$ cat src/rtl/core/lgl_pkg.sv
// ----------------------------------------------------------------------------
// lgl_pkg
// Shared types and constants for the light-gate lap timer.
// ----------------------------------------------------------------------------
`default_nettype none

package lgl_pkg;

	localparam int MAX_LAPS   = 32;
	localparam int LAP_IDX_W  = $clog2(MAX_LAPS);
	localparam int CFG_IDX_W  = 2;
	localparam int CFG_DATA_W = 16;

	localparam logic [15:0] MIN_PULSE_RST = 16'd15;
	localparam logic [15:0] ARM_DELAY_RST = 16'd500;
	localparam logic [7:0]  START_BYTE    = 8'd83;   // 'S'

	// command codes
	localparam logic [2:0] CMD_TICK   = 3'd0;
	localparam logic [2:0] CMD_GATE   = 3'd1;
	localparam logic [2:0] CMD_RADIO  = 3'd2;
	localparam logic [2:0] CMD_BUTTON = 3'd3;
	localparam logic [2:0] CMD_READ   = 3'd4;

	// config register indexes
	localparam logic [CFG_IDX_W-1:0] REG_MIN_PULSE = 2'd0;
	localparam logic [CFG_IDX_W-1:0] REG_ARM_DELAY = 2'd1;

	// reported mode codes
	localparam logic [1:0] MODE_CODE_READY   = 2'd0;
	localparam logic [1:0] MODE_CODE_RUNNING = 2'd1;
	localparam logic [1:0] MODE_CODE_DISPLAY = 2'd2;

	typedef struct packed {
		logic [2:0] cmd;
		logic       gate_level;
		logic [7:0] start_char;
		logic [4:0] entry_index;
	} in_word_t;

	typedef struct packed {
		logic [1:0]  mode;
		logic [31:0] elapsed_ms;
		logic        lap_recorded;
		logic        crossing_rejected;
		logic        lap_full;
		logic [31:0] lap_time_ms;
		logic [5:0]  lap_count;
		logic [31:0] entry_time_ms;
	} out_word_t;

	typedef struct packed {
		logic                 en;
		logic [LAP_IDX_W-1:0] addr;
		logic [31:0]          data;
	} lap_wr_t;

endpackage

`default_nettype wire

$ cat src/rtl/core/lgl_lap_store.sv
// ----------------------------------------------------------------------------
// lgl_lap_store
// Lap time register file: one write port, one read port.
// ----------------------------------------------------------------------------
`default_nettype none

module lgl_lap_store (
	input  wire logic                         clk,
	input  wire lgl_pkg::lap_wr_t             wr,
	input  wire logic [lgl_pkg::LAP_IDX_W-1:0] rd_addr,
	output logic [31:0]                       rd_data
);
	import lgl_pkg::*;

	logic [31:0] laps_q [MAX_LAPS];

	// entries past the fill count are never reported, so no reset
	always_ff @(posedge clk) begin
		if (wr.en) begin
			laps_q[wr.addr] <= wr.data;
		end
	end

	assign rd_data = laps_q[rd_addr];

endmodule

`default_nettype wire

$ cat src/rtl/core/lgl_step.sv
// ----------------------------------------------------------------------------
// lgl_step
// Run state and per-word update: mode, ms counter, captures, lap count.
// ----------------------------------------------------------------------------
`default_nettype none

module lgl_step (
	input  wire logic                         clk,
	input  wire logic                         arst_n,
	input  wire logic                         adv,
	input  wire lgl_pkg::in_word_t            item,
	input  wire logic [15:0]                  min_pulse,
	input  wire logic [15:0]                  arm_delay,
	input  wire logic [31:0]                  rd_data,
	output logic [lgl_pkg::LAP_IDX_W-1:0]     rd_addr,
	output lgl_pkg::lap_wr_t                  wr,
	output lgl_pkg::out_word_t                res
);
	import lgl_pkg::*;

	typedef enum logic [2:0] {
		ST_READY   = 3'b001,
		ST_RUNNING = 3'b010,
		ST_DISPLAY = 3'b100
	} run_st_t;

	run_st_t     mode_q, mode_n;
	logic [31:0] elapsed_q, elapsed_n;
	logic [31:0] rise_q, rise_n;
	logic [31:0] fall_q, fall_n;
	logic        rise_seen_q, rise_seen_n;
	logic        fall_seen_q, fall_seen_n;
	logic [5:0]  laps_q, laps_n;
	logic [31:0] diff;
	logic        pulse_ok;
	logic        recorded, rejected, full;
	logic [31:0] lap_time, entry;
	logic [1:0]  mode_code;

	assign rd_addr = item.entry_index[LAP_IDX_W-1:0];

	always_comb begin
		mode_n      = mode_q;
		elapsed_n   = elapsed_q;
		rise_n      = rise_q;
		fall_n      = fall_q;
		rise_seen_n = rise_seen_q;
		fall_seen_n = fall_seen_q;
		laps_n      = laps_q;
		recorded    = 1'b0;
		rejected    = 1'b0;
		full        = 1'b0;
		lap_time    = '0;
		entry       = '0;
		wr.en       = 1'b0;
		wr.addr     = laps_q[LAP_IDX_W-1:0];
		wr.data     = rise_q;
		diff        = '0;
		pulse_ok    = 1'b0;

		unique case (item.cmd) inside
			CMD_TICK: begin
				if (mode_q == ST_RUNNING) begin
					elapsed_n = elapsed_q + 32'd1;
				end
			end
			CMD_GATE: begin
				if (mode_q == ST_RUNNING) begin
					if (item.gate_level) begin
						rise_n      = elapsed_q;
						rise_seen_n = 1'b1;
					end else begin
						fall_n      = elapsed_q;
						fall_seen_n = 1'b1;
					end
					diff     = fall_n - rise_n;
					// negative difference means fall came first
					pulse_ok = !diff[31] && (diff > {16'd0, min_pulse});
					if (rise_seen_n && fall_seen_n) begin
						if (pulse_ok) begin
							if (laps_q < 6'(MAX_LAPS)) begin
								wr.en    = 1'b1;
								wr.data  = rise_n;
								laps_n   = laps_q + 6'd1;
								recorded = 1'b1;
								lap_time = rise_n;
							end else begin
								full = 1'b1;
							end
						end else begin
							rejected = 1'b1;
						end
						rise_n      = '0;
						fall_n      = '0;
						rise_seen_n = 1'b0;
						fall_seen_n = 1'b0;
					end
				end
			end
			CMD_RADIO, CMD_BUTTON: begin
				if (mode_q == ST_READY) begin
					if (item.cmd == CMD_BUTTON || item.start_char == START_BYTE) begin
						elapsed_n   = '0;
						rise_n      = '0;
						fall_n      = '0;
						rise_seen_n = 1'b0;
						fall_seen_n = 1'b0;
						laps_n      = '0;
						mode_n      = ST_RUNNING;
					end
				end else if (item.cmd == CMD_BUTTON) begin
					if (mode_q == ST_RUNNING) begin
						if (elapsed_q > {16'd0, arm_delay}) begin
							mode_n = ST_DISPLAY;
						end
					end else begin
						mode_n = ST_READY;
					end
				end
			end
			CMD_READ: begin
				if ({1'b0, item.entry_index} < laps_q) begin
					entry = rd_data;
				end
			end
			default: begin
			end
		endcase
	end

	always_ff @(posedge clk or negedge arst_n) begin
		if (!arst_n) begin
			mode_q      <= ST_READY;
			elapsed_q   <= '0;
			rise_q      <= '0;
			fall_q      <= '0;
			rise_seen_q <= 1'b0;
			fall_seen_q <= 1'b0;
			laps_q      <= '0;
		end else if (adv) begin
			mode_q      <= mode_n;
			elapsed_q   <= elapsed_n;
			rise_q      <= rise_n;
			fall_q      <= fall_n;
			rise_seen_q <= rise_seen_n;
			fall_seen_q <= fall_seen_n;
			laps_q      <= laps_n;
		end
	end

	always_comb begin
		unique case (mode_n)
			ST_READY:   mode_code = MODE_CODE_READY;
			ST_RUNNING: mode_code = MODE_CODE_RUNNING;
			ST_DISPLAY: mode_code = MODE_CODE_DISPLAY;
			default:    mode_code = MODE_CODE_READY;
		endcase
	end

	assign res.mode              = mode_code;
	assign res.elapsed_ms        = elapsed_n;
	assign res.lap_recorded      = recorded;
	assign res.crossing_rejected = rejected;
	assign res.lap_full          = full;
	assign res.lap_time_ms       = lap_time;
	assign res.lap_count         = laps_n;
	assign res.entry_time_ms     = entry;

endmodule

`default_nettype wire

$ cat src/rtl/core/light_gate_lap_timer.sv
// Path: a word is held in the input register, then its result in the result register.
// Throughput: one word per cycle while result_stall is low; the run state updates
//   as a word moves from the input register into the result register.
// Reset (arst_n low, async): ready mode, counter, captures and lap count cleared,
//   config back to min pulse 15 ms and arm delay 500 ms. Lap store is not cleared.
// ----------------------------------------------------------------------------
// light_gate_lap_timer
// Light-gate lap timer: ready / running / display, ms counter, gate-pulse
// qualification and a 32-entry lap store readable by index.
// ----------------------------------------------------------------------------
`default_nettype none

module light_gate_lap_timer (
	input  wire logic                          clk,
	input  wire logic                          arst_n,
	// command words
	input  wire logic                          item_valid,
	output logic                               item_stall,
	input  wire lgl_pkg::in_word_t             item,
	// result words
	output logic                               result_valid,
	input  wire logic                          result_stall,
	output lgl_pkg::out_word_t                 result,
	// config writes
	input  wire logic                          cfg_valid,
	output logic                               cfg_ready,
	input  wire logic [lgl_pkg::CFG_IDX_W-1:0]  cfg_index,
	input  wire logic [lgl_pkg::CFG_DATA_W-1:0] cfg_data
);
	import lgl_pkg::*;

	// input register
	logic      item_valid_s1;
	in_word_t  item_s1;
	// result register
	logic      res_valid_q;
	out_word_t res_q;
	// config
	logic [15:0] min_pulse_q;
	logic [15:0] arm_delay_q;

	logic                 adv;      // word in s1 moves into the result register
	logic                 res_free; // result register can take a word
	logic [LAP_IDX_W-1:0] rd_addr;
	logic [31:0]          rd_data;
	lap_wr_t              wr;
	out_word_t            res;

	assign res_free   = !res_valid_q || !result_stall;
	assign adv        = item_valid_s1 && res_free;
	// s1 can take a new word when empty or emptying this cycle
	assign item_stall = item_valid_s1 && !res_free;

	assign cfg_ready  = 1'b1;

	// config registers; indexes past the list are dropped
	always_ff @(posedge clk or negedge arst_n) begin
		if (!arst_n) begin
			min_pulse_q <= MIN_PULSE_RST;
			arm_delay_q <= ARM_DELAY_RST;
		end else if (cfg_valid && cfg_ready) begin
			unique case (cfg_index)
				REG_MIN_PULSE: min_pulse_q <= cfg_data;
				REG_ARM_DELAY: arm_delay_q <= cfg_data;
				default: begin
				end
			endcase
		end
	end

	// input stage
	always_ff @(posedge clk or negedge arst_n) begin
		if (!arst_n) begin
			item_valid_s1 <= 1'b0;
		end else if (!item_stall) begin
			item_valid_s1 <= item_valid;
		end
	end

	always_ff @(posedge clk) begin
		if (item_valid && !item_stall) begin
			item_s1 <= item;
		end
	end

	lgl_lap_store u_store (
		.clk     (clk),
		.wr      (wr),
		.rd_addr (rd_addr),
		.rd_data (rd_data)
	);

	lgl_step u_step (
		.clk       (clk),
		.arst_n    (arst_n),
		.adv       (adv),
		.item      (item_s1),
		.min_pulse (min_pulse_q),
		.arm_delay (arm_delay_q),
		.rd_data   (rd_data),
		.rd_addr   (rd_addr),
		.wr        (wr),
		.res       (res)
	);

	// result register
	always_ff @(posedge clk or negedge arst_n) begin
		if (!arst_n) begin
			res_valid_q <= 1'b0;
		end else if (res_free) begin
			res_valid_q <= item_valid_s1;
		end
	end

	always_ff @(posedge clk) begin
		if (adv) begin
			res_q <= res;
		end
	end

	assign result_valid = res_valid_q;
	assign result       = res_q;

endmodule

`default_nettype wire
$ cat config.mk
export PLATFORM = sky130hd
export DESIGN_NAME = light_gate_lap_timer
export DESIGN_NICKNAME = d
export VERILOG_FILES = /design/src/rtl/core/lgl_pkg.sv /design/src/rtl/core/lgl_lap_store.sv /design/src/rtl/core/lgl_step.sv /design/src/rtl/core/light_gate_lap_timer.sv
export SDC_FILE = /design/constraint.sdc
export NUM_CORES = 2
export LEC_CHECK = 0
export BUFFER_PORTS_ARGS = -buffer_cell sky130_fd_sc_hd__buf_4
export CORE_ASPECT_RATIO = 1.25
export CORE_MARGIN = 4
export CORE_UTILIZATION = 45
export DETAILED_ROUTE_END_ITERATION = 12
export PLACE_DENSITY_LB_ADDON = 0.05
export SKIP_LAST_GASP = 1
export SLEW_MARGIN = 20
export SYNTH_ARGS = -nofsm -noshare
export SYNTH_HDL_FRONTEND = slang
export SYNTH_SLANG_ARGS = --single-unit
$ cat constraint.sdc
create_clock -name clk -period 13.4 [get_ports clk]
set_input_delay 2.68 -clock clk [delete_from_list [all_inputs] [get_ports clk]]
set_output_delay 2.68 -clock clk [all_outputs]
set_load 0.1 [all_outputs]
-- Word-level counts from Yosys, hierarchy flattened
Memories as Yosys holds them, arrays and structs flattened. A register that Yosys moved wholly into a read port is not among the register bits.
Index checks and enable logic that the tools add are counted.
- add/subtract/negate cells: 3
- magnitude comparators: 4
- equality and inequality tests: 13
- multiplexer cells: 60
- reduce and logical (&&, ||, !) cells: 24
- operator list (cell ; count):
    32-bit two-way mux ; 20
    32-bit case mux with 2 select lines ; 3
    32-bit by 16-bit > comparator with 1-bit output ; 2
    6-bit two-way mux ; 6
    32-bit by 1-bit adder with 32-bit output, second input constant ; 1
    32-bit subtractor ; 1
    1-bit two-way mux ; 21
    3-bit two-way mux ; 6
    3-bit by 2-bit == test with 1-bit output, second input constant ; 4
    6-bit case mux with 2 select lines ; 1
    5-bit AND reduction ; 2
    8-bit by 7-bit == test with 1-bit output, second input constant ; 1
    6-bit by 1-bit adder with 6-bit output, second input constant ; 1
    3-bit by 1-bit == test with 1-bit output, second input constant ; 2
    3-bit == test, second input constant ; 2
    1-bit zero test ; 6
    5-bit by 6-bit less-than comparator with 1-bit output ; 1
    6-bit less-than comparator, second input constant ; 1
    2-bit by 1-bit inequality test with 1-bit output, second input constant ; 3
    2-bit AND reduction ; 3
    1-bit logical AND ; 5
    1-bit case mux with 2 select lines ; 2
    2-bit case mux with 2 select lines ; 1
    4-bit AND reduction ; 1
    7 further kinds ; 8
- bits in registers: 233
- memory bits (writable): 1024
- output and inout bits: 110
- logic and storage cells: 127
- memories: 1
- memory list (memory ; words ; bits a word ; rd ports ; clocked after Yosys merged registers in ; write ports ; RTL line ; source):
    u_store.laps_q ; 32 ; 32 ; 1 ; 1 ; 1 ; lgl_lap_store.sv:15 ; logic [31:0] laps_q [MAX_LAPS];

-- Longest topological paths before layout
- depth after elaboration: 12
- depth in mapped cells: 27

-- Cells and area by module
Synthesis repeated with hierarchy kept, for this count alone.
- cells, all modules: 3656
- area total of the unflattened synthesis: 54706.2 um2
- modules (own cells, without submodules) (module ; instances ; cells an instance ; area each (um2) ; seq. area each (um2)):
    lgl_lap_store ; 1 ; 2228 ; 39852.0 ; 30749.5
    lgl_step ; 1 ; 1226 ; 9808.2 ; 2678.8
    light_gate_lap_timer ; 1 ; 202 ; 5046.1 ; 4586.9

-- Worst setup path before layout
Ideal clock, no wire load.
- path kind: reg2reg
- from: register item_s1[13] in the netlist's numbering
- to: memory u_store.laps_q[27][0], enable pin
- data arrival time: 6941 ps
- required time: 12939 ps
- path slack: 5998 ps
- cell stages (with the launch flop): 25
- period minus slack after synthesis: 7402 ps
- path through: edfxtp_1 -> clkbuf_1 -> clkbuf_1 -> buf_1 -> mux2i_1 -> ha_1 -> a21oi_1 -> o32ai_1 -> nand2b_1 -> nor2_1 -> o21ai_0 -> a21boi_0 -> xnor2_1 -> ha_1 -> nand4_1 -> a31oi_1 -> a211oi_1 -> mux2i_1 -> a22oi_1 -> nand4_1 -> o41a_1 -> nand3_2 -> inv_2 -> nand2_1 -> nor3_1
- longest elaborated chain between the ends: 12
- RTL lines (item ; RTL line ; source):
    start: declaration ; light_gate_lap_timer.sv:34 ; in_word_t item_s1;
    start signal: assignment ; light_gate_lap_timer.sv:82 ; item_s1 <= item;
    32-bit two-way mux ; lgl_step.sv:69 ; if (item.gate_level) begin
    32-bit two-way mux ; lgl_step.sv:68 ; if (mode_q == ST_RUNNING) begin
    32-bit two-way mux ; lgl_step.sv:61 ; unique case (item.cmd) inside
    32-bit subtractor ; lgl_step.sv:76 ; diff = fall_n - rise_n;
    32-bit by 16-bit > comparator with 1-bit output / 1-bit zero test (equally long branches) ; lgl_step.sv:78 ; pulse_ok = !diff[31] && (diff > {16'd0, min_pulse});
    1-bit logical AND ; lgl_step.sv:78 ;
    1-bit two-way mux ; - ;
    1-bit two-way mux * ; - ;
    1-bit two-way mux * ; lgl_step.sv:68 ;
    1-bit two-way mux * ; - ;
    1-bit two-way mux * ; lgl_lap_store.sv:19 ; if (wr.en) begin
    1-bit two-way mux (implied by the code) * ; lgl_lap_store.sv:20 ; laps_q[wr.addr] <= wr.data;
    end: declaration ; lgl_lap_store.sv:15 ;
Every way passes the cells marked *; elsewhere a longest branch is shown, timed or not. The select of a mux whose other input is x is not followed.

-- Final worst setup path
- from: register item_s1[13] in the netlist's numbering
- to: memory u_store.laps_q[31][28], enable pin
The elaborated chain is that of the path after synthesis.

==> out/qor.csv <==
stage,metric,value,unit
clocking,clk_pin_slew,0.06,ns
power,p_seq_frac,0.473,
grt,grt_pass1_wl,199,mm
synthesis,synth-compound-area-share,0.0462,
synthesis,yosys.area.top_type_share,0.644,
synthesis,synthTopCellsByCount,"edfxtp_1, mux4_2, nand2_1",
layout,multi_input_area,0.0148,sq mm
clocking,clock_path_buffers,3,
synthesis,synthAdderAreaFrac,0.0172,
synthesis,synth.distinct_cells,72,
route,drtIter0Drc,2116,
setup_path,cp.arrival,8.67,ns
route,wire_per_inst,27.8,um
synthesis,yosys_warnings,0,
setup_path,rrSetupSlack,5.14,ns
place,place_congestion,0.904,
power,power_density,165,mW/mm^2
timing,slew_headroom,0.226,
synthesis,synth_top_flop_cell,edfxtp_1,
setup_path,criticalPathCategory,flip-flop to flip-flop,
timing,rsz0062_at_grt,false,
synthesis,synth_nets,3108,
status,status,"complete, no violations",
floorplanning,die_x,317,um
clocking,insertion_delay,0.75,ns
floorplanning,num_rows,141,
synthesis,synthMuxAreaShare,0.159,
timing,finalHoldViolCount,0,
layout,synthToLayoutAreaGrowth,13.1,%
floorplanning,initial_core_util,0.453,
floorplanning,coreArea,0.118,sq mm
power,intPower,7.18,mW
power,ir_drop,0.000141,V
floorplanning,fp.dieH,394,um
synthesis,yosysSeqAreaShare,0.710,
synthesis,synth_top_family_by_area,multiplexers,
synthesis,syn_area,0.0535,sq mm
route,drtAntennaViolNets,0,
place,port_buffers,148,
synthesis,ys_ff_latch,1289,
layout,regArea,0.0380,sq mm
grt,antenna_found_initial,0,
clocking,postCtsSetupBuffers,0,
timing,tightest_slew,1.16,ns
layout,stdcell_area,0.0605,sq mm
grt,grt_pass1_vias,29200,
timing,setup_tns,0,ns
timing,period_minus_slack,8.26,ns
setup_path,end_kind,flip-flop,
setup_path,startpoint_type,flip-flop,
synthesis,synth_simple_gate_area_share,0.0478,
clocking,cts-root-buf,clkbuf_16,
clocking,cts_resized,0,
grt,grt_max_degree,82,
synthesis,synth_area_per_cell,17.9,sq um
power,power.leakage,20.6,nW
power,clkPwrFrac,0.349,
clocking,htreeDepth,4,
route,vias,27900,
setup_path,critPathMaxFanout,66,
synthesis,postSynth.asyncResetShare,0.109,
timing,setup_viol,0,
synthesis,synth-edff-count,1148,
clocking,cts_tree,done,
layout,nFillCells,9653,
floorplanning,io_pins,150,
timing,drv_slew,0,
route,post_drt_via_cell_ratio,5.79,
grt,gr-usage-all-layers,0.218,
route,drcViolationCount,0,
synthesis,netlist_top_cells_area,"edfxtp_1, mux4_2, dfrtp_1",
power,sw_frac_of_total,0.282,
timing,finClkSkew,0.0240,ns
timing,finalCritPeriodShare,0.617,
synthesis,yosys.area_share.xor_xnor,0.00311,
min_path,hold_class,flip-flop to flip-flop,
setup_path,cp.required,13.81,ns
synthesis,netlist_instances,2995,
layout,final_nets,3263,
place,place_area,0.0564,sq mm
power,pwr-share-comb,0.177,
synthesis,yosysTopAreaCell,edfxtp_1,
grt,grt_overflow,0,
synthesis,synthMostInstantiatedCell,edfxtp_1,
place,place_hpwl,85.9,mm
route,wl,134,mm
route,dr.pass1.iters,5,
floorplanning,die-area,0.125,sq mm
clocking,cts_made_buffers,131,
timing,fmax,121,MHz
clocking,postCtsHoldBufs,0,
layout,antenna_cells,0,
job,max-cap-violations,0,
clocking,cts.sinks,1289,
layout,drive_above_1_share,0.259,
power,p_switching,2.82,mW
## cells in the final DEF, fill, tap and decap left out, drive strengths merged, types with 71 or more instances in the layout
cell and count:
edfxtp 1148, nand2 198, mux2i 71, o21ai 133
buf 191, dfrtp 130, mux4 320, nor2 146
ha 72, clkbuf 173
## area by class of cell
class	instances	share of cell area
Sequential cell	1289	0.628
Tap cell	1573	0.0325
Inverter	60	0.00380
Clock buffer	173	0.0606
Multi-Input combinational cell	1477	0.244
Timing Repair Buffer	191	0.0250
Clock inverter	57	0.00632
## logic make-up (layout without fill, tap and decap cells)
family                     after synthesis  in the layout
AOI/OAI and AO/OA                      391            391
xor gates and xnor gates                19             19
adders and majority gates               73             73
buffers and inverters                  229            481
DFF                                   1289           1289
muxes                                  442            442
other                                    1              1
and+or+nand+nor                        551            551
## critical path, cell delays in order, from the launching register on
cell and delay [ns]:
edfxtp_1 0.33, buf_4 0.38, mux2_2 0.40, ha_1 0.37, nand2_1 0.11, o32ai_1 0.98
nand2b_1 0.25, nor2_1 0.13, o21ai_0 0.34, a21boi_0 0.17, xnor2_1 0.23, ha_1 0.28
nand4_1 0.12, a31oi_1 0.06, a211oi_1 0.27, mux2i_1 0.14, a22oi_1 0.44, nand4_1 0.18
o41a_1 0.61, nand3_4 0.14, buf_4 0.64, inv_2 0.45, nand2_1 0.40, nor3_2 0.09
buf_4 0.34
## final timing paths
kind | end | cells after the start | from
max reg2reg | u_store.laps_q[31][28] | 24 | item_s1[13]
max in group asynchronous | u_step.fall_q[5] | 2 | arst_n
min in group asynchronous | u_step.elapsed_q[31] | 1 | arst_n
max | u_store.laps_q[31][28] | 24 | item_s1[13]
min | u_step.fall_q[8] | 2 | u_step.fall_q[8]
min reg2reg | u_step.fall_q[8] | 2 | u_step.fall_q[8]
## flip-flops by register name, indices dropped and copies added (netlist names)
name and cells:
arm_delay_q 16, item_s1 17, item_valid_s1 1, min_pulse_q 16
result 107, result_valid 1, u_step.elapsed_q 32, u_step.fall_q 32
u_step.fall_seen_q 1, u_step.laps_q 6, u_step.mode_q 3, u_step.rise_q 32
u_step.rise_seen_q 1, u_store.laps_q 1024
## routing by layer
layer	track usage	wire [um]	up-vias
met5	0	0	-
met4	0.0570	3410	0
met3	0.0397	6170	202
met2	0.368	68600	738
met1	0.292	56000	14700
li1	-	-	12300
## power groups by stage
stage / Clock (mW) / Sequential, mW / Combinational, mW
global placement: 0 / 4.81 / 1.75
finish: 3.49 / 4.73 / 1.77
global route: 3.76 / 4.74 / 1.91
floorplan: 0 / 4.97 / 1.01
detailed placement: 0 / 4.82 / 1.77
CTS: 3.59 / 4.74 / 1.78
## through the flow
stage | std cells | hold WS [ns] | util | setup WS (ns) | power, mW
detailed placement | 4589 | 0.465 | 0.477 | 5.23 | 6.59
CTS | 4819 | 0.478 | 0.512 | 5.15 | 10.1
global route | 4820 | 0.499 | 0.512 | 4.80 | 10.4
finish | 4820 | 0.477 | 0.512 | 5.14 | 10.0
floorplan | 2995 | 0.444 | - | 6.00 | 5.98
global placement | 4587 | 0.456 | 0.477 | 5.33 | 6.56
(Power assumes the default switching activity.)
